==> config.mk <==
export PLATFORM = sky130hd
export DESIGN_NAME = text_line_numbering_filter_core
export DESIGN_NICKNAME = d
export VERILOG_FILES = /design/src/design/tlnf_pkg.sv /design/src/design/tlnf_regs.sv /design/src/design/tlnf_count.sv /design/src/design/tlnf_format.sv /design/src/design/text_line_numbering_filter_core.sv
export SDC_FILE = /design/constraint.sdc
export NUM_CORES = 1
export LEC_CHECK = 0
export ABC_AREA = 1
export BUFFER_PORTS_ARGS = -buffer_cell sky130_fd_sc_hd__buf_2
export CAP_MARGIN = 10
export CORE_ASPECT_RATIO = 0.75
export CORE_UTILIZATION = 25
export DETAILED_ROUTE_END_ITERATION = 8
export PLACE_DENSITY = 0.54
export SKIP_LAST_GASP = 1
export SLEW_MARGIN = 40
export SYNTH_ARGS = -nofsm -noshare
export SYNTH_HDL_FRONTEND = slang
export SYNTH_SLANG_ARGS = --single-unit
export TNS_END_PERCENT = 20
==> constraint.sdc <==
create_clock -name clk_i -period 7 [get_ports clk_i]
set_clock_uncertainty 0.15 [all_clocks]
set_input_delay 1.05 -clock clk_i [delete_from_list [all_inputs] [get_ports clk_i]]
set_output_delay 1.05 -clock clk_i [all_outputs]
set_load 0.01 [all_outputs]
==> src/design/tlnf_pkg.sv <==
// Shared types and constants for the text line numbering filter.
`default_nettype none

package tlnf_pkg;

  localparam int unsigned CountDigits = 6;
  localparam int unsigned CountW      = 4 * CountDigits;
  localparam int unsigned NumLen      = CountDigits + 1;
  localparam int unsigned MaxResults  = CountDigits + 4;
  localparam int unsigned StepW       = $clog2(MaxResults);
  localparam int unsigned NumIdxW     = $clog2(NumLen);
  localparam int unsigned AddrW       = 5;

  localparam logic [7:0] CharTab    = 8'h09;
  localparam logic [7:0] CharNl     = 8'h0A;
  localparam logic [7:0] CharSpace  = 8'h20;
  localparam logic [7:0] CharDollar = 8'h24;
  localparam logic [7:0] CharZero   = 8'h30;
  localparam logic [7:0] CharQuest  = 8'h3F;
  localparam logic [7:0] CharI      = 8'h49;
  localparam logic [7:0] CharCaret  = 8'h5E;
  localparam logic [7:0] CharDel    = 8'h7F;
  localparam logic [7:0] CharCtlEnd = 8'h20;
  localparam logic [7:0] CaretOfs   = 8'h40;

  typedef enum logic [2:0] {
    RegNumberAll      = 3'd0,
    RegNumberNonblank = 3'd1,
    RegSqueeze        = 3'd2,
    RegMarkEnds       = 3'd3,
    RegShowTabs       = 3'd4,
    RegShowNonprint   = 3'd5
  } cfg_reg_e;

  typedef struct packed {
    logic number_all;
    logic number_nonblank;
    logic squeeze;
    logic mark_ends;
    logic show_tabs;
    logic show_nonprint;
  } cfg_t;

  typedef struct packed {
    logic       drop;
    logic       number;
    logic       last;
    logic [7:0] data;
    logic [1:0] blank_run;
  } fmt_t;

endpackage

`default_nettype wire

==> src/design/tlnf_regs.sv <==
// APB configuration registers of the line numbering filter.
`default_nettype none

module tlnf_regs import tlnf_pkg::*; (
  input  wire logic             clk_i,
  input  wire logic             rst_ni,
  input  wire logic             psel,
  input  wire logic             penable,
  input  wire logic             pwrite,
  input  wire logic [AddrW-1:0] paddr,
  input  wire logic [31:0]      pwdata,
  output logic      [31:0]      prdata,
  output logic                  pready,
  output cfg_t                  cfg_o
);

  cfg_t     cfg_q, cfg_d;
  logic     wr_en;
  cfg_reg_e reg_idx;

  assign wr_en   = psel & penable & pwrite;
  assign reg_idx = cfg_reg_e'(paddr[AddrW-1:2]);
  assign pready  = 1'b1;
  assign cfg_o   = cfg_q;

  always_comb begin
    cfg_d = cfg_q;
    if (wr_en) begin
      unique case (reg_idx)
        RegNumberAll:      cfg_d.number_all      = pwdata[0];
        RegNumberNonblank: cfg_d.number_nonblank = pwdata[0];
        RegSqueeze:        cfg_d.squeeze         = pwdata[0];
        RegMarkEnds:       cfg_d.mark_ends       = pwdata[0];
        RegShowTabs:       cfg_d.show_tabs       = pwdata[0];
        RegShowNonprint:   cfg_d.show_nonprint   = pwdata[0];
        default: ;
      endcase
    end
  end

  always_comb begin
    prdata = '0;
    unique case (reg_idx)
      RegNumberAll:      prdata[0] = cfg_q.number_all;
      RegNumberNonblank: prdata[0] = cfg_q.number_nonblank;
      RegSqueeze:        prdata[0] = cfg_q.squeeze;
      RegMarkEnds:       prdata[0] = cfg_q.mark_ends;
      RegShowTabs:       prdata[0] = cfg_q.show_tabs;
      RegShowNonprint:   prdata[0] = cfg_q.show_nonprint;
      default: ;
    endcase
  end

  always_ff @(posedge clk_i or negedge rst_ni) begin
    if (!rst_ni) begin
      cfg_q <= '0;
    end else begin
      cfg_q <= cfg_d;
    end
  end

endmodule

`default_nettype wire

==> src/design/tlnf_count.sv <==
// Saturating BCD line counter.
`default_nettype none

module tlnf_count import tlnf_pkg::*; (
  input  wire logic              clk_i,
  input  wire logic              rst_ni,
  input  wire logic              bump_i,
  output logic      [CountW-1:0] count_o
);

  logic [CountW-1:0] count_q, count_d;
  logic              all_nines;
  logic              carry;

  always_comb begin
    all_nines = 1'b1;
    for (int i = 0; i < CountDigits; i++) begin
      if (count_q[4*i +: 4] != 4'd9) all_nines = 1'b0;
    end
    count_d = count_q;
    carry   = bump_i & ~all_nines;
    for (int i = 0; i < CountDigits; i++) begin
      if (carry) begin
        if (count_q[4*i +: 4] >= 4'd9) begin
          count_d[4*i +: 4] = 4'd0;
        end else begin
          count_d[4*i +: 4] = count_q[4*i +: 4] + 4'd1;
          carry = 1'b0;
        end
      end
    end
  end

  always_ff @(posedge clk_i or negedge rst_ni) begin
    if (!rst_ni) begin
      count_q <= CountW'(1);
    end else begin
      count_q <= count_d;
    end
  end

  assign count_o = count_q;

endmodule

`default_nettype wire

==> src/design/tlnf_format.sv <==
// Line start decisions and output byte selection for one held byte.
`default_nettype none

module tlnf_format import tlnf_pkg::*; (
  input  wire cfg_t              cfg_i,
  input  wire logic [7:0]        data_i,
  input  wire logic              file_start_i,
  input  wire logic              at_line_start_i,
  input  wire logic [1:0]        blank_run_i,
  input  wire logic [CountW-1:0] count_i,
  input  wire logic [StepW-1:0]  step_i,
  output fmt_t                   fmt_o
);

  logic             at_start;
  logic             blank;
  logic [1:0]       br_base;
  logic [1:0]       br_next;
  logic             drop;
  logic             number;
  logic             lead;
  logic [3:0]       dig;
  logic [7:0]       num_chars [NumLen];
  logic [7:0]       tail [4];
  logic [2:0]       tail_cnt;
  logic [7:0]       shown;
  logic [StepW-1:0] num_len;
  logic [StepW-1:0] total;
  logic [StepW-1:0] tail_idx;
  logic [7:0]       sel_byte;

  always_comb begin
    at_start = at_line_start_i | file_start_i;
    blank    = (data_i == CharNl);
    br_base  = file_start_i ? 2'd0 : blank_run_i;
    br_next  = br_base;
    if (at_start) begin
      if (blank) br_next = (br_base == 2'd2) ? 2'd2 : br_base + 2'd1;
      else       br_next = 2'd0;
    end
    drop   = at_start & cfg_i.squeeze & br_next[1];
    number = at_start & ~drop &
             (cfg_i.number_nonblank ? ~blank : cfg_i.number_all);
  end

  // right-justified digits, leading zeros blanked
  always_comb begin
    lead = 1'b1;
    dig  = '0;
    for (int s = 0; s < CountDigits; s++) begin
      dig = count_i[4*(CountDigits-1-s) +: 4];
      if (dig > 4'd9) dig = 4'd9;
      if (dig != 4'd0 || s == CountDigits - 1) lead = 1'b0;
      num_chars[s] = lead ? CharSpace : CharZero + {4'd0, dig};
    end
    num_chars[CountDigits] = CharTab;
  end

  always_comb begin
    for (int t = 0; t < 4; t++) tail[t] = '0;
    tail_cnt = '0;
    shown    = data_i;
    if (cfg_i.mark_ends && data_i == CharNl) begin
      tail[tail_cnt[1:0]] = CharDollar;
      tail_cnt = tail_cnt + 3'd1;
    end
    if (cfg_i.show_nonprint) begin
      if ((data_i < CharCtlEnd && data_i != CharTab && data_i != CharNl) || data_i[7]) begin
        tail[tail_cnt[1:0]] = CharCaret;
        tail_cnt = tail_cnt + 3'd1;
        shown    = data_i + CaretOfs;
      end else if (data_i == CharDel) begin
        tail[tail_cnt[1:0]] = CharCaret;
        tail_cnt = tail_cnt + 3'd1;
        shown    = CharQuest;
      end
    end
    if (cfg_i.show_tabs && shown == CharTab) begin
      tail[tail_cnt[1:0]]        = CharCaret;
      tail[tail_cnt[1:0] + 2'd1] = CharI;
      tail_cnt = tail_cnt + 3'd2;
    end else begin
      tail[tail_cnt[1:0]] = shown;
      tail_cnt = tail_cnt + 3'd1;
    end
  end

  always_comb begin
    num_len  = number ? StepW'(NumLen) : '0;
    total    = num_len + StepW'(tail_cnt);
    tail_idx = step_i - num_len;
    if (step_i < num_len) sel_byte = num_chars[step_i[NumIdxW-1:0]];
    else                  sel_byte = tail[tail_idx[1:0]];
  end

  assign fmt_o.drop      = drop;
  assign fmt_o.number    = number;
  assign fmt_o.last      = (step_i == total - StepW'(1));
  assign fmt_o.data      = sel_byte;
  assign fmt_o.blank_run = br_next;

endmodule

`default_nettype wire

==> src/design/text_line_numbering_filter_core.sv <==
// Top level of the text line numbering and display filter.
//
//   channel  direction  handshake                  payload
//   in       input      in_valid_i / in_stall_o    in_byte_i, file_start_i
//   out      output     out_valid_o / out_stall_i  out_byte_o, last_of_run_o
//   cfg      input      APB psel/penable/pready    paddr, pwdata, prdata
//
// One output byte per cycle while the output is not stalled; a byte that expands to k results
// (up to 10 with a number prefix of 7) holds the input until its last result is emitted.
// A squeezed blank line gives no transaction on the output; all other results are registered.
// Reset clears the options, the line state and sets the line number to 1; no clearing pass.
// A stalled output holds its register; the input stalls only while the held byte is unfinished.
`default_nettype none

module text_line_numbering_filter_core import tlnf_pkg::*; (
  input  wire logic             clk_i,
  input  wire logic             rst_ni,
  input  wire logic             in_valid_i,
  output logic                  in_stall_o,
  input  wire logic [7:0]       in_byte_i,
  input  wire logic             file_start_i,
  output logic                  out_valid_o,
  input  wire logic             out_stall_i,
  output logic      [7:0]       out_byte_o,
  output logic                  last_of_run_o,
  input  wire logic             psel,
  input  wire logic             penable,
  input  wire logic             pwrite,
  input  wire logic [AddrW-1:0] paddr,
  input  wire logic [31:0]      pwdata,
  output logic      [31:0]      prdata,
  output logic                  pready
);

  cfg_t              cfg;
  fmt_t              fmt;
  logic [CountW-1:0] line_count;

  logic             item_vld_q;
  logic [7:0]       item_byte_q;
  logic             item_fs_q;
  logic [StepW-1:0] step_q, step_d;
  logic             at_line_start_q, at_line_start_d;
  logic [1:0]       blank_run_q, blank_run_d;
  logic             out_vld_q, out_vld_d;
  logic [7:0]       out_byte_q;
  logic             out_last_q;

  logic out_free;
  logic emit;
  logic item_done;
  logic in_take;
  logic bump;

  tlnf_regs u_regs (
    .clk_i   (clk_i),
    .rst_ni  (rst_ni),
    .psel    (psel),
    .penable (penable),
    .pwrite  (pwrite),
    .paddr   (paddr),
    .pwdata  (pwdata),
    .prdata  (prdata),
    .pready  (pready),
    .cfg_o   (cfg)
  );

  tlnf_format u_format (
    .cfg_i           (cfg),
    .data_i          (item_byte_q),
    .file_start_i    (item_fs_q),
    .at_line_start_i (at_line_start_q),
    .blank_run_i     (blank_run_q),
    .count_i         (line_count),
    .step_i          (step_q),
    .fmt_o           (fmt)
  );

  tlnf_count u_count (
    .clk_i   (clk_i),
    .rst_ni  (rst_ni),
    .bump_i  (bump),
    .count_o (line_count)
  );

  assign out_free   = ~out_vld_q | ~out_stall_i;
  assign emit       = item_vld_q & ~fmt.drop & out_free;
  assign item_done  = item_vld_q & (fmt.drop | (out_free & fmt.last));
  assign in_stall_o = item_vld_q & ~item_done;
  assign in_take    = in_valid_i & ~in_stall_o;
  assign bump       = item_done & fmt.number;

  always_comb begin
    step_d          = step_q;
    at_line_start_d = at_line_start_q;
    blank_run_d     = blank_run_q;
    if (emit) step_d = fmt.last ? '0 : step_q + StepW'(1);
    if (item_done) begin
      blank_run_d     = fmt.blank_run;
      at_line_start_d = fmt.drop | (item_byte_q == CharNl);
    end
    out_vld_d = out_free ? emit : out_vld_q;
  end

  always_ff @(posedge clk_i or negedge rst_ni) begin
    if (!rst_ni) begin
      item_vld_q      <= 1'b0;
      step_q          <= '0;
      at_line_start_q <= 1'b1;
      blank_run_q     <= 2'd0;
      out_vld_q       <= 1'b0;
    end else begin
      if (in_take) item_vld_q <= 1'b1;
      else if (item_done) item_vld_q <= 1'b0;
      step_q          <= step_d;
      at_line_start_q <= at_line_start_d;
      blank_run_q     <= blank_run_d;
      out_vld_q       <= out_vld_d;
    end
  end

  always_ff @(posedge clk_i) begin
    if (in_take) begin
      item_byte_q <= in_byte_i;
      item_fs_q   <= file_start_i;
    end
    if (emit) begin
      out_byte_q <= fmt.data;
      out_last_q <= fmt.last;
    end
  end

  assign out_valid_o   = out_vld_q;
  assign out_byte_o    = out_byte_q;
  assign last_of_run_o = out_last_q;

`ifndef NO_ASSERTIONS
  a_step_needs_item: assert property (@(posedge clk_i) disable iff (!rst_ni)
    step_q != '0 |-> item_vld_q)
    else $error("step counter running without a held byte");

  a_done_clears_step: assert property (@(posedge clk_i) disable iff (!rst_ni)
    item_done |=> step_q == '0)
    else $error("step counter not cleared after finished byte");

  a_count_only_on_done: assert property (@(posedge clk_i) disable iff (!rst_ni)
    !item_done |=> $stable(line_count))
    else $error("line number moved without a finished byte");

  a_stall_needs_item: assert property (@(posedge clk_i) disable iff (!rst_ni)
    in_stall_o |-> item_vld_q)
    else $error("input stalled with empty item register");

  a_drop_no_emit: assert property (@(posedge clk_i) disable iff (!rst_ni)
    item_vld_q && fmt.drop |-> step_q == '0 && !emit)
    else $error("squeezed line produced output");
`endif

endmodule

`default_nettype wire
==> results of run 1 <==
stage by stage:
stage | instances | utilization [%] | setup slack, ns | hold slack, ns
finish | 956 | 29.0 | 0.506 | 0.353
detailed placement | 940 | 27.4 | 0.931 | 0.343
CTS | 956 | 29.0 | 0.541 | 0.354
global route | 956 | 29.0 | 0.119 | 0.388
floorplan | 704 | - | 1.83 | 0.313
global placement | 940 | 27.4 | 0.977 | 0.330
cell usage in the layout (no fill, tap or decap), drive strengths merged, types with 9 or more instances in the layout:
master and count:
clkbuf 11, inv 92, buf 34, nand2 167, nor2 47, dfrtp 37, conb 32, xor2 9
nor3 12, nand3 81, ha 39, a21oi 28, nand4 15, edfxtp 18, o21ai 47
area by class of cell:
cell class                 count  area [µm²]
clock buffer                  11         243
clock inverter                 5        55.1
fill                        2074       13300
inverter                      94         358
multi-input combinational    508        2770
sequential                    57        1520
tap                          247         309
timing repair buffer          34         180
worst max path at each step:
stage,from,slack (ns),to
after detailed placement,item_byte_q[7]$_DFFE_PP_,0.93,in_stall_o
after global routing,item_byte_q[7]$_DFFE_PP_,0.12,in_stall_o
after global placement,item_byte_q[7]$_DFFE_PP_,0.98,in_stall_o
final,item_byte_q[7]$_DFFE_PP_,0.51,in_stall_o
after CTS,item_byte_q[7]$_DFFE_PP_,0.54,in_stall_o
after floorplan,item_byte_q[7]$_DFFE_PP_,1.83,in_stall_o
state kept, by name (all words and copies together) (netlist names):
name / count
item_vld_q: 1
out_byte_o: 8
u_count.count_o: 24
u_regs.cfg_o: 6
out_valid_o: 1
last_of_run_o: 1
item_fs_q: 1
step_q: 4
at_line_start_q: 1
item_byte_q: 8
blank_run_q: 2
metal layers:
layer	global-route usage (%)	wire [µm]	part of all wire (%)
met5	0	0	0
met4	3.21	141	1.2
met1	19.7	6510	54
met3	3.55	828	6.9
met2	17.3	4550	38
kinds of logic (layout without fill, tap and decap cells):
| group | Yosys count | count (layout) | synth area share [%] |
|---|---|---|---|
| AOI/OAI and AO/OA | 95 | 95 | 10.9 |
| xor gates and xnor gates | 12 | 12 | 2.17 |
| DFF | 57 | 57 | 31.4 |
| and+or+nand+nor | 328 | 328 | 30.7 |
| adders and majority gates | 41 | 41 | 10.9 |
| other | 2 | 32 | 0.155 |
| buffers and inverters | 139 | 144 | 13.8 |
worst min-delay path, delay by kind of cell (launching register included):
family / cells / cell delay, ns
compound gates: 1 / 0.08
simple gates: 1 / 0.05
flops: 1 / 0.36
power groups by stage:
stage | clock network [mW] | registers (mW) | logic, mW
3_5_place_dp | 0 | 0.589 | 0.875
2_1_floorplan | 0 | 0.552 | 0.670
6_report | 0.443 | 0.583 | 0.886
4_1_cts | 0.453 | 0.584 | 0.879
5_1_grt | 0.469 | 0.599 | 1.01
3_3_place_gp | 0 | 0.590 | 0.874
==> impl_metrics.prom, run 1 <==
# TYPE chip_impl_metric gauge
chip_impl_metric{name="place_hpwl",unit="µm"} 9320
chip_impl_metric{name="setup_viol_count_final",unit=""} 0
chip_impl_metric{name="detail_route.iter0.violations",unit=""} 330
chip_impl_metric{name="irDropWorstVdd",unit="mV"} 0.162
chip_impl_metric{name="clock.fmax",unit="GHz"} 0.154
chip_impl_metric{name="fp.dieArea",unit="µm²"} 19900
chip_impl_metric{name="design_power_total",unit="mW"} 1.91
chip_impl_metric{name="routability_congestion",unit=""} 0.864
chip_impl_info{name="clock_tree_from_tritoncts",value="yes"} 1
chip_impl_metric{name="synthCells",unit=""} 674
chip_impl_info{name="run_status",value="finished clean"} 1
chip_impl_metric{name="via_per_inst",unit=""} 4.48
chip_impl_metric{name="power_switching",unit="µW"} 865
chip_impl_metric{name="critical_path.max_stage_delay",unit="ns"} 0.57
chip_impl_metric{name="synthToLayoutAreaGrowth",unit="%"} 12.2
chip_impl_metric{name="drive_gt1_share",unit="%"} 10.2
chip_impl_metric{name="synth.yosys.warnings",unit=""} 0
chip_impl_metric{name="power.share.combinational",unit="%"} 46.4
chip_impl_metric{name="grt_max_degree",unit=""} 40
chip_impl_metric{name="start_util",unit="%"} 25.9
chip_impl_metric{name="die_width",unit="µm"} 163
chip_impl_metric{name="routed_wl",unit="µm"} 12000
chip_impl_metric{name="rr_worst_depth",unit=""} 32
chip_impl_info{name="post_synth_main_area_contributors",value="sky130_fd_sc_hd__dfrtp_1 19%, sky130_fd_sc_hd__nand2_1 12%, sky130_fd_sc_hd__edfxtp_1 11%"} 1
chip_impl_metric{name="worstMarginPinSlew",unit="ns"} 0.730
chip_impl_metric{name="crit_required",unit="ns"} 5.80
chip_impl_metric{name="dpl_cell_area",unit="µm²"} 5130
chip_impl_info{name="hold_path_end",value="at_line_start_q$_DFFE_PN1N_"} 1
chip_impl_metric{name="numPortBuffers",unit=""} 31
chip_impl_metric{name="grt_antenna_before_repair",unit=""} 0
chip_impl_metric{name="globalRoute.totalOverflow",unit=""} 0
chip_impl_metric{name="power-per-cell-area",unit="nW/µm²"} 352
chip_impl_metric{name="ys_seq_area_share",unit="%"} 31.4
chip_impl_info{name="synth_top_flop_cell",value="sky130_fd_sc_hd__dfrtp_1"} 1
chip_impl_metric{name="insertedDiodeCount",unit=""} 0
chip_impl_metric{name="clock_latency_late_sink",unit="ns"} 0.34
chip_impl_info{name="rsz_0062_raised_after_global_routing",value="no"} 1
chip_impl_metric{name="numCtsBuffers",unit=""} 9
chip_impl_metric{name="hold_fails_final_rpt",unit=""} 0
chip_impl_metric{name="ctsHoldBuffers",unit=""} 0
chip_impl_metric{name="detailroute.via_count",unit=""} 4285
chip_impl_metric{name="wire_length_of_the_first_global_routing_pass",unit="µm"} 20200
chip_impl_metric{name="worstPathMaxFanout",unit=""} 7
chip_impl_info{name="yosys-top-cells-count",value="158 x sky130_fd_sc_hd__nand2_1, 87 x sky130_fd_sc_hd__inv_1, 79 x sky130_fd_sc_hd__nand3_1, 44 x sky130_fd_sc_hd__nor2_1, 42 x sky130_fd_sc_hd__o21ai_0"} 1
chip_impl_metric{name="ant_nets",unit=""} 0
chip_impl_metric{name="period_minus_slack",unit="ns"} 6.49
chip_impl_metric{name="cts_htree_levels",unit=""} 3
chip_impl_metric{name="synth_async_sr_flop_share",unit="%"} 68.4
chip_impl_metric{name="critical_path_buf_inv_count",unit=""} 6
chip_impl_metric{name="syn_area_per_cell",unit="µm²"} 7.18
chip_impl_metric{name="relative_contribution_of_the_clock_network_to_total_power",unit="%"} 23.2
chip_impl_info{name="critical-path-slowest-cell",value="sky130_fd_sc_hd__o21ai_0"} 1
chip_impl_metric{name="yosysUniqueCellTypes",unit=""} 44
chip_impl_metric{name="clockBufferDepth",unit=""} 2
chip_impl_metric{name="worst-r2r-setup-slack",unit="ns"} 0.97
chip_impl_metric{name="io-pin-count",unit=""} 97
chip_impl_metric{name="syn_area",unit="µm²"} 4840
chip_impl_info{name="path_class",value="reg2out"} 1
chip_impl_metric{name="post_cts_sizing",unit=""} 0
chip_impl_metric{name="route.detailed.wl_per_inst",unit="µm"} 12.6
chip_impl_metric{name="max-cap-violations",unit=""} 0
chip_impl_metric{name="core_outline_area",unit="µm²"} 18700
chip_impl_metric{name="drc_viols",unit=""} 0
chip_impl_metric{name="timing.setup.tns",unit="ns"} 0
chip_impl_metric{name="path_clk_slew",unit="ns"} 0.05
chip_impl_metric{name="worst_ep_arrival_time",unit="ns"} 5.29
chip_impl_metric{name="first_global_vias",unit=""} 4017
chip_impl_metric{name="max_slew_headroom_at_the_worst_pin",unit="%"} 50.8
chip_impl_metric{name="pwr-share-seq",unit="%"} 30.5
chip_impl_metric{name="rows",unit=""} 43
chip_impl_metric{name="post_cts_buffers",unit=""} 0
chip_impl_info{name="hold_path_startpoint",value="at_line_start_q$_DFFE_PN1N_"} 1
chip_impl_metric{name="detailedRoute.firstPassIterationCount",unit=""} 5
chip_impl_metric{name="report.final.slew_viol_count",unit=""} 0
chip_impl_metric{name="min_delay_path_depth",unit=""} 2
chip_impl_info{name="synth_top_area_cell",value="sky130_fd_sc_hd__dfrtp_1"} 1
chip_impl_info{name="timing.rr.end",value="u_count.count_o[20]$_DFFE_PN0P_"} 1
chip_impl_info{name="post-synth-top-count-cell",value="sky130_fd_sc_hd__nand2_1"} 1
chip_impl_info{name="setup.worst_path.end_class",value="primary output"} 1
chip_impl_metric{name="track_usage",unit="%"} 12.9
chip_impl_info{name="crit-reg2reg-launch",value="item_byte_q[7]$_DFFE_PP_"} 1
chip_impl_metric{name="cts_num_sinks",unit=""} 57
chip_impl_info{name="critPathTopFamily",value="adder cells"} 1
chip_impl_metric{name="fin_crit_sh",unit="%"} 92.8
chip_impl_metric{name="power.switching_fraction",unit="%"} 45.2
chip_impl_info{name="setup.worst_path.start_class",value="flip-flop"} 1
chip_impl_metric{name="power.leakage",unit="nW"} 2.67
chip_impl_metric{name="die_y",unit="µm"} 123
chip_impl_metric{name="synth_edf_count",unit=""} 18
chip_impl_metric{name="internal_power",unit="mW"} 1.05
chip_impl_metric{name="final_nets",unit=""} 798
chip_impl_metric{name="netlist.area_leader.share",unit="%"} 19.1
chip_impl_metric{name="layout.cell_area.non_filler",unit="µm²"} 5430
chip_impl_info{name="min-delay-path-class",value="reg2reg"} 1
chip_impl_metric{name="synth-seq-cells",unit=""} 57
chip_impl_metric{name="path_depth",unit=""} 25
chip_impl_info{name="root_buffer",value="sky130_fd_sc_hd__clkbuf_16"} 1
No activity file was read; power rests on OpenSTA's default activity.
==> run 2, diff against run 1 <==
--- a/config.mk
+++ b/config.mk
@@ -6,15 +6,16 @@
 export NUM_CORES = 1
 export LEC_CHECK = 0
 export ABC_AREA = 1
-export BUFFER_PORTS_ARGS = -buffer_cell sky130_fd_sc_hd__buf_2
+export BUFFER_PORTS_ARGS = -buffer_cell sky130_fd_sc_hd__clkbuf_2
 export CAP_MARGIN = 10
 export CORE_ASPECT_RATIO = 0.75
 export CORE_UTILIZATION = 25
 export DETAILED_ROUTE_END_ITERATION = 8
-export PLACE_DENSITY = 0.54
+export PLACE_DENSITY = 0.53
 export SKIP_LAST_GASP = 1
 export SLEW_MARGIN = 40
 export SYNTH_ARGS = -nofsm -noshare
 export SYNTH_HDL_FRONTEND = slang
+export SYNTH_HIERARCHICAL = 1
 export SYNTH_SLANG_ARGS = --single-unit
 export TNS_END_PERCENT = 20
==> run 2 against run 1 <==
Effect of this change: sequential power up 1%; combinational power down 2.7%; final area up 4.9%; critical path type unchanged; largest power group unchanged.
==> impl_metrics.prom, run 2 <==
# TYPE chip_impl_metric gauge
chip_impl_metric{name="power_switching",unit="µW"} 836
chip_impl_metric{name="power.leakage",unit="nW"} 2.81
chip_impl_metric{name="detailedRoute.firstPassIterationCount",unit=""} 5
chip_impl_info{name="synth_top_flop_cell",value="sky130_fd_sc_hd__dfrtp_1"} 1
chip_impl_metric{name="internal_power",unit="mW"} 1.09
chip_impl_metric{name="detail_route.iter0.violations",unit=""} 294
chip_impl_metric{name="netlist.area_leader.share",unit="%"} 18.2
chip_impl_info{name="root_buffer",value="sky130_fd_sc_hd__clkbuf_16"} 1
chip_impl_info{name="crit_path_start",value="item_byte_q[7]$_DFFE_PP_"} 1
chip_impl_metric{name="core_outline_area",unit="µm²"} 19700
chip_impl_metric{name="hold_fails_final_rpt",unit=""} 0
chip_impl_metric{name="post_cts_sizing",unit=""} 0
chip_impl_metric{name="path_clk_slew",unit="ns"} 0.05
chip_impl_info{name="hold_path_startpoint",value="blank_run_q[1]$_DFFE_PN0P_"} 1
chip_impl_metric{name="clock.fmax",unit="GHz"} 0.159
chip_impl_metric{name="io-pin-count",unit=""} 97
chip_impl_metric{name="fp.dieArea",unit="µm²"} 21000
chip_impl_info{name="setup.worst_path.end_class",value="primary output"} 1
chip_impl_metric{name="start_util",unit="%"} 25.9
chip_impl_metric{name="synth.yosys.warnings",unit=""} 6
chip_impl_info{name="setup.worst_path.start_class",value="flip-flop"} 1
chip_impl_metric{name="timing.setup.tns",unit="ns"} 0
chip_impl_metric{name="worst_ep_arrival_time",unit="ns"} 5.07
chip_impl_metric{name="synth-seq-cells",unit=""} 57
chip_impl_metric{name="final_core_util",unit="%"} 29.0
chip_impl_info{name="run_status",value="finished clean"} 1
chip_impl_metric{name="largest_register_ffs",unit=""} 24
chip_impl_metric{name="min_delay_path_depth",unit=""} 2
chip_impl_metric{name="first_global_vias",unit=""} 3934
chip_impl_metric{name="routed_wl",unit="µm"} 12100
chip_impl_metric{name="report.final.slew_viol_count",unit=""} 0
chip_impl_metric{name="max-cap-violations",unit=""} 0
chip_impl_metric{name="detailroute.via_count",unit=""} 4394
chip_impl_metric{name="insertedDiodeCount",unit=""} 0
chip_impl_metric{name="worstMarginPinSlew",unit="ns"} 0.520
chip_impl_info{name="yosys-top-cells-count",value="137 x sky130_fd_sc_hd__nand2_1, 101 x sky130_fd_sc_hd__inv_1, 88 x sky130_fd_sc_hd__nand3_1, 48 x sky130_fd_sc_hd__nor2_1, 39 x sky130_fd_sc_hd__ha_1"} 1
chip_impl_metric{name="clockBufferDepth",unit=""} 2
chip_impl_metric{name="relative_contribution_of_the_clock_network_to_total_power",unit="%"} 24.6
chip_impl_metric{name="grt_antenna_before_repair",unit=""} 0
chip_impl_metric{name="syn_area",unit="µm²"} 5100
chip_impl_info{name="clock_tree_from_tritoncts",value="yes"} 1
chip_impl_metric{name="synth_edf_count",unit=""} 18
chip_impl_metric{name="synthCells",unit=""} 691
chip_impl_metric{name="worstPathMaxFanout",unit=""} 7
chip_impl_info{name="path_class",value="reg2out"} 1
chip_impl_metric{name="syn_area_per_cell",unit="µm²"} 7.38
chip_impl_metric{name="pwr-share-seq",unit="%"} 30.6
chip_impl_metric{name="ys_seq_area_share",unit="%"} 29.8
chip_impl_info{name="final_cell_mix",value="137 x sky130_fd_sc_hd__nand2_1, 101 x sky130_fd_sc_hd__inv_1, 88 x sky130_fd_sc_hd__nand3_1, 48 x sky130_fd_sc_hd__nor2_1, 39 x sky130_fd_sc_hd__ha_1"} 1
chip_impl_metric{name="power-per-cell-area",unit="nW/µm²"} 338
chip_impl_info{name="min-delay-path-class",value="reg2reg"} 1
chip_impl_metric{name="period_minus_slack",unit="ns"} 6.27
chip_impl_metric{name="globalRoute.totalOverflow",unit=""} 0
chip_impl_metric{name="clock_latency_late_sink",unit="ns"} 0.33
chip_impl_metric{name="synth_async_sr_flop_share",unit="%"} 68.4
chip_impl_metric{name="cts_num_sinks",unit=""} 57
chip_impl_metric{name="post_cts_buffers",unit=""} 0
chip_impl_metric{name="drc_viols",unit=""} 0
chip_impl_info{name="hold_path_end",value="blank_run_q[1]$_DFFE_PN0P_"} 1
chip_impl_info{name="crit-reg2reg-launch",value="item_byte_q[7]$_DFFE_PP_"} 1
chip_impl_info{name="layout.cells.most_common",value="sky130_fd_sc_hd__nand2_1"} 1
chip_impl_metric{name="numCtsBuffers",unit=""} 9
chip_impl_info{name="synth_top_area_cell",value="sky130_fd_sc_hd__dfrtp_1"} 1
chip_impl_metric{name="die_width",unit="µm"} 167
chip_impl_metric{name="crit_required",unit="ns"} 5.80
chip_impl_metric{name="track_usage",unit="%"} 12.0
chip_impl_metric{name="place_hpwl",unit="µm"} 9140
chip_impl_metric{name="cts_htree_levels",unit=""} 3
chip_impl_info{name="post_synth_main_area_contributors",value="sky130_fd_sc_hd__dfrtp_1 18%, sky130_fd_sc_hd__edfxtp_1 11%, sky130_fd_sc_hd__nand2_1 10%"} 1
chip_impl_metric{name="final_nets",unit=""} 816
chip_impl_metric{name="power.switching_fraction",unit="%"} 43.4
chip_impl_info{name="post-synth-top-count-cell",value="sky130_fd_sc_hd__nand2_1"} 1
chip_impl_metric{name="die_y",unit="µm"} 126
chip_impl_metric{name="wire_length_of_the_first_global_routing_pass",unit="µm"} 20100
chip_impl_metric{name="worst-r2r-setup-slack",unit="ns"} 0.86
chip_impl_metric{name="synthToLayoutAreaGrowth",unit="%"} 11.8
chip_impl_metric{name="drive_gt1_share",unit="%"} 15.0
chip_impl_metric{name="yosysUniqueCellTypes",unit=""} 53
chip_impl_metric{name="max_slew_headroom_at_the_worst_pin",unit="%"} 65.3
chip_impl_metric{name="via_per_inst",unit=""} 4.48
chip_impl_metric{name="rr_worst_depth",unit=""} 32
chip_impl_info{name="rsz_0062_raised_after_global_routing",value="no"} 1
chip_impl_metric{name="grt_max_degree",unit=""} 40
chip_impl_metric{name="irDropWorstVdd",unit="mV"} 0.147
chip_impl_metric{name="rows",unit=""} 44
chip_impl_metric{name="fin_crit_sh",unit="%"} 89.6
chip_impl_metric{name="ctsHoldBuffers",unit=""} 0
chip_impl_metric{name="ant_nets",unit=""} 0
chip_impl_info{name="timing.rr.end",value="u_count/count_o[23]$_DFFE_PN0P_"} 1
chip_impl_metric{name="power.share.combinational",unit="%"} 44.8
chip_impl_metric{name="route.detailed.wl_per_inst",unit="µm"} 12.3
chip_impl_metric{name="numPortBuffers",unit=""} 31
chip_impl_metric{name="setup_viol_count_final",unit=""} 0
chip_impl_metric{name="routability_congestion",unit=""} 0.873
==> run 2: cell count changes after synthesis, moves of 7 or more <==
cell | before | now
sky130_fd_sc_hd__inv_1 | 87 | 101
sky130_fd_sc_hd__o21ai_1 | 5 | 15
sky130_fd_sc_hd__o21ai_0 | 42 | 31
sky130_fd_sc_hd__nand3_1 | 79 | 88
sky130_fd_sc_hd__inv_2 | 4 | 11
sky130_fd_sc_hd__a21oi_1 | 26 | 17
sky130_fd_sc_hd__nand2_1 | 158 | 137
==> run 2: worst max-delay path by stage <==
| stage | end | slack, ns |
|---|---|---|
| CTS | in_stall_o | 0.72 |
| detailed placement | u_count/count_o[21]$_DFFE_PN0P_ | 0.91 |
| finish | in_stall_o | 0.73 |
| global route | in_stall_o | 0.22 |
| global placement | u_count/count_o[20]$_DFFE_PN0P_ | 0.92 |
| floorplan | in_stall_o | 1.53 |
==> run 2: power by group through the flow <==
| stage | clock, mW | sequential [mW] | combinational (mW) |
|---|---|---|---|
| after global routing | 0.501 | 0.610 | 0.985 |
| after floorplan | 0 | 0.551 | 0.670 |
| final | 0.474 | 0.589 | 0.862 |
| after CTS | 0.487 | 0.589 | 0.856 |
| after detailed placement | 0 | 0.595 | 0.849 |
| after global placement | 0 | 0.596 | 0.845 |
==> run 2: metrics by stage <==
stage | hold slack, ns | setup slack [ns] | cells | power (mW) | instance area (µm²)
6_report | 0.335 | 0.727 | 980 | 1.93 | 5700
5_1_grt | 0.377 | 0.222 | 980 | 2.10 | 5700
4_1_cts | 0.340 | 0.716 | 980 | 1.93 | 5700
3_5_place_dp | 0.324 | 0.905 | 964 | 1.44 | 5380
3_3_place_gp | 0.322 | 0.918 | 964 | 1.44 | 5380
2_1_floorplan | 0.299 | 1.53 | 721 | 1.22 | 5210
==> run 2: logic make-up (layout without fill, tap and decap cells) <==
logic type	count (synthesis)	in the layout	synth area share, %
flip-flops	57	57	29.8
AO/OA/AOI/OAI	87	87	10.8
other	2	32	0.147
AND/OR/NAND/NOR	338	338	32.6
XOR/XNOR	8	8	1.37
adder cells (fa/ha/maj)	41	41	10.4
buffers and inverters	158	164	14.9
==> run 2: area by class of cell <==
class                           count  area (µm²)
Clock buffer                       11         243
Clock inverter                      5        78.8
Fill cell                        2080       14000
Inverter                          112         420
Multi-Input combinational cell    506        2930
Sequential cell                    57        1520
Tap cell                          253         317
Timing Repair Buffer               36         193
==> run 2: worst max-delay path, cell delays in order (launching register included) <==
cell and delay [ns]:
sky130_fd_sc_hd__edfxtp_1 0.41, sky130_fd_sc_hd__inv_1 0.24, sky130_fd_sc_hd__ha_1 0.28, sky130_fd_sc_hd__nand2_1 0.07, sky130_fd_sc_hd__nor2_1 0.14, sky130_fd_sc_hd__nand2_2 0.09
sky130_fd_sc_hd__nor2_1 0.20, sky130_fd_sc_hd__ha_1 0.18, sky130_fd_sc_hd__nand3_1 0.10, sky130_fd_sc_hd__a21oi_1 0.19, sky130_fd_sc_hd__buf_4 0.18, sky130_fd_sc_hd__inv_1 0.10
sky130_fd_sc_hd__ha_1 0.29, sky130_fd_sc_hd__inv_1 0.05, sky130_fd_sc_hd__o21ai_0 0.30, sky130_fd_sc_hd__ha_1 0.30, sky130_fd_sc_hd__inv_1 0.06, sky130_fd_sc_hd__ha_1 0.14
sky130_fd_sc_hd__inv_1 0.05, sky130_fd_sc_hd__fa_1 0.38, sky130_fd_sc_hd__xnor2_1 0.18, sky130_fd_sc_hd__xor2_1 0.16, sky130_fd_sc_hd__nor4_1 0.06, sky130_fd_sc_hd__buf_4 0.15
sky130_fd_sc_hd__nand2_1 0.08, sky130_fd_sc_hd__nand2_1 0.08, sky130_fd_sc_hd__nor2_1 0.13, sky130_fd_sc_hd__clkbuf_2 0.16
==> run 2: per-layer routing <==
| layer | part of all wire, % | wire length [µm] | track usage (%) |
|---|---|---|---|
| met5 | 0 | 0 | 0 |
| met4 | 0.64 | 77 | 3.54 |
| met3 | 6.4 | 776 | 3.11 |
| met2 | 38 | 4640 | 16.2 |
| met1 | 54 | 6560 | 18.2 |
==> run 3, diff against run 2 <==
--- a/config.mk
+++ b/config.mk
@@ -9,13 +9,13 @@
 export BUFFER_PORTS_ARGS = -buffer_cell sky130_fd_sc_hd__clkbuf_2
 export CAP_MARGIN = 10
 export CORE_ASPECT_RATIO = 0.75
+export CORE_MARGIN = 4
 export CORE_UTILIZATION = 25
 export DETAILED_ROUTE_END_ITERATION = 8
-export PLACE_DENSITY = 0.53
+export PLACE_DENSITY = 0.54
 export SKIP_LAST_GASP = 1
 export SLEW_MARGIN = 40
 export SYNTH_ARGS = -nofsm -noshare
 export SYNTH_HDL_FRONTEND = slang
-export SYNTH_HIERARCHICAL = 1
 export SYNTH_SLANG_ARGS = --single-unit
 export TNS_END_PERCENT = 20
==> run 3 against run 2 <==
Effect of this change: maximum frequency shrank 2.0%; total power grew 1.3%; critical endpoint unchanged; first-iteration DRC count increased by 27%; non-clock buffer count down 2; utilization grew 0.075 points; sequential power down 0.7%; clock-buffer cell count grew 2; routed wire length grew 1.7%; worst hold slack better by 0.013 ns; critical path depth is 2 lower; clock power grew 0.8%; largest power group unchanged.
==> impl_metrics.prom, run 3 (synthesis results as in run 1) <==
# TYPE chip_impl_metric gauge
chip_impl_metric{name="max_slew_headroom_at_the_worst_pin",unit="%"} 54.1
chip_impl_metric{name="ant_nets",unit=""} 0
chip_impl_metric{name="worst_ep_arrival_time",unit="ns"} 5.20
chip_impl_metric{name="rows",unit=""} 43
chip_impl_metric{name="min_delay_path_depth",unit=""} 2
chip_impl_info{name="setup.worst_path.end_class",value="primary output"} 1
chip_impl_metric{name="numPortBuffers",unit=""} 31
chip_impl_metric{name="detailedRoute.firstPassIterationCount",unit=""} 5
chip_impl_metric{name="detailroute.via_count",unit=""} 4361
chip_impl_info{name="hold_path_end",value="at_line_start_q$_DFFE_PN1N_"} 1
chip_impl_metric{name="grt_max_degree",unit=""} 40
chip_impl_metric{name="routability_congestion",unit=""} 0.857
chip_impl_metric{name="place_hpwl",unit="µm"} 9540
chip_impl_metric{name="die_y",unit="µm"} 129
chip_impl_metric{name="ctsHoldBuffers",unit=""} 0
chip_impl_metric{name="power-per-cell-area",unit="nW/µm²"} 357
chip_impl_metric{name="io-pin-count",unit=""} 97
chip_impl_metric{name="clock.fmax",unit="GHz"} 0.156
chip_impl_metric{name="post_cts_buffers",unit=""} 0
chip_impl_metric{name="crit_required",unit="ns"} 5.80
chip_impl_metric{name="via_per_inst",unit=""} 4.56
chip_impl_metric{name="numCtsBuffers",unit=""} 9
chip_impl_metric{name="report.final.slew_viol_count",unit=""} 0
chip_impl_metric{name="timing.setup.tns",unit="ns"} 0
chip_impl_metric{name="path_clk_slew",unit="ns"} 0.06
chip_impl_metric{name="cts_num_sinks",unit=""} 57
chip_impl_metric{name="place_inst",unit=""} 940
chip_impl_metric{name="rr_worst_depth",unit=""} 32
chip_impl_info{name="layout.cells.most_common",value="sky130_fd_sc_hd__nand2_1"} 1
chip_impl_metric{name="post_cts_sizing",unit=""} 0
chip_impl_metric{name="final_nets",unit=""} 798
chip_impl_metric{name="synthToLayoutAreaGrowth",unit="%"} 12.7
chip_impl_info{name="run_status",value="finished clean"} 1
chip_impl_metric{name="critical_path_buf_inv_count",unit=""} 6
chip_impl_metric{name="track_usage",unit="%"} 11.9
chip_impl_metric{name="start_util",unit="%"} 25.8
chip_impl_info{name="min-delay-path-class",value="reg2reg"} 1
chip_impl_metric{name="pre_cts_ws",unit="ns"} 0.963
chip_impl_metric{name="worst-r2r-setup-slack",unit="ns"} 1.06
chip_impl_metric{name="power.leakage",unit="nW"} 2.69
chip_impl_metric{name="clock_latency_late_sink",unit="ns"} 0.34
chip_impl_metric{name="hold_fails_final_rpt",unit=""} 0
chip_impl_metric{name="layout.cell_area.non_filler",unit="µm²"} 5460
chip_impl_metric{name="globalRoute.totalOverflow",unit=""} 0
chip_impl_info{name="timing.rr.end",value="u_count.count_o[21]$_DFFE_PN0P_"} 1
chip_impl_metric{name="route.detailed.wl_per_inst",unit="µm"} 12.8
chip_impl_metric{name="max-cap-violations",unit=""} 0
chip_impl_metric{name="insertedDiodeCount",unit=""} 0
chip_impl_metric{name="grt_antenna_before_repair",unit=""} 0
chip_impl_info{name="final_cell_mix",value="158 x sky130_fd_sc_hd__nand2_1, 87 x sky130_fd_sc_hd__inv_1, 79 x sky130_fd_sc_hd__nand3_1, 43 x sky130_fd_sc_hd__nor2_1, 42 x sky130_fd_sc_hd__o21ai_0"} 1
chip_impl_metric{name="clockBufferDepth",unit=""} 2
chip_impl_metric{name="final_critical_path_setup_slack",unit="ns"} 0.598
chip_impl_metric{name="critical_path.max_stage_delay",unit="ns"} 0.49
chip_impl_metric{name="routed_wl",unit="µm"} 12300
chip_impl_info{name="clock_tree_from_tritoncts",value="yes"} 1
chip_impl_metric{name="setup_viol_count_final",unit=""} 0
chip_impl_metric{name="dpl_cell_area",unit="µm²"} 5130
chip_impl_metric{name="detail_route.iter0.violations",unit=""} 372
chip_impl_metric{name="die_width",unit="µm"} 169
chip_impl_info{name="path_class",value="reg2out"} 1
chip_impl_info{name="rsz_0062_raised_after_global_routing",value="no"} 1
chip_impl_metric{name="first_global_vias",unit=""} 4016
chip_impl_metric{name="instances_no_fill",unit=""} 956
chip_impl_info{name="crit-reg2reg-launch",value="item_byte_q[7]$_DFFE_PP_"} 1
chip_impl_metric{name="worstMarginPinSlew",unit="ns"} 0.686
chip_impl_metric{name="cts_htree_levels",unit=""} 3
chip_impl_metric{name="period_minus_slack",unit="ns"} 6.40
chip_impl_metric{name="drive_gt1_share",unit="%"} 10.3
chip_impl_info{name="root_buffer",value="sky130_fd_sc_hd__clkbuf_16"} 1
chip_impl_metric{name="largest_register_ffs",unit=""} 24
chip_impl_metric{name="wire_length_of_the_first_global_routing_pass",unit="µm"} 20800
chip_impl_metric{name="fin_crit_sh",unit="%"} 91.5
chip_impl_info{name="critical-path-slowest-cell",value="sky130_fd_sc_hd__o21ai_0"} 1
chip_impl_info{name="setup.worst_path.start_class",value="flip-flop"} 1
chip_impl_metric{name="fp.dieArea",unit="µm²"} 21700
chip_impl_metric{name="drc_viols",unit=""} 0
chip_impl_metric{name="path_depth",unit=""} 25
chip_impl_info{name="hold_path_startpoint",value="at_line_start_q$_DFFE_PN1N_"} 1
chip_impl_metric{name="core_outline_area",unit="µm²"} 18800
chip_impl_info{name="critPathTopFamily",value="adder cells"} 1
chip_impl_metric{name="irDropWorstVdd",unit="mV"} 0.131
chip_impl_metric{name="worstPathMaxFanout",unit=""} 7
## run 3: per-layer routing
layer / global-route usage, % / vias up / share of wire (%)
met5: 0 / - / 0
li1: - / 2219 / -
met3: 2.95 / 13 / 6.7
met2: 16.2 / 124 / 39
met1: 18.3 / 2005 / 53
met4: 3.29 / 0 / 1.1
## run 3: worst max path at each step
stage | startpoint | slack [ns] | to
after global routing | item_byte_q[7]$_DFFE_PP_ | 0.20 | in_stall_o
after detailed placement | item_byte_q[7]$_DFFE_PP_ | 0.96 | in_stall_o
after global placement | item_byte_q[7]$_DFFE_PP_ | 0.99 | in_stall_o
final | item_byte_q[7]$_DFFE_PP_ | 0.60 | in_stall_o
after floorplan | item_byte_q[7]$_DFFE_PP_ | 1.83 | in_stall_o
after CTS | item_byte_q[7]$_DFFE_PP_ | 0.57 | in_stall_o
## run 3: power breakdown
group / internal [mW] / leakage [nW] / switching (mW) / total, mW
Sequential: 0.468 / 0.634 / 0.116 / 0.585
Clock: 0.317 / 0.161 / 0.161 / 0.478
Combinational: 0.293 / 1.89 / 0.595 / 0.888
## run 3: area by class of cell
class	instances	area (µm²)
Inverter	94	358
Tap cell	247	309
Multi-Input combinational cell	508	2770
Fill cell	2084	13300
Sequential cell	57	1520
Clock buffer	13	282
Timing Repair Buffer	34	178
Clock inverter	3	43.8
## run 3: worst min-delay path: stages (launching register included)
cell                      delay, ns
sky130_fd_sc_hd__dfstp_2       0.36
sky130_fd_sc_hd__nand2_1       0.05
sky130_fd_sc_hd__o21ai_0       0.08
## run 3: stage by stage
step	utilization, %	power [mW]	hold WS, ns
6_report	29.1	1.95	0.349
5_1_grt	29.1	2.13	0.380
4_1_cts	29.1	1.96	0.352
3_5_place_dp	27.3	1.47	0.340
2_1_floorplan	-	1.22	0.313
3_3_place_gp	27.3	1.47	0.333
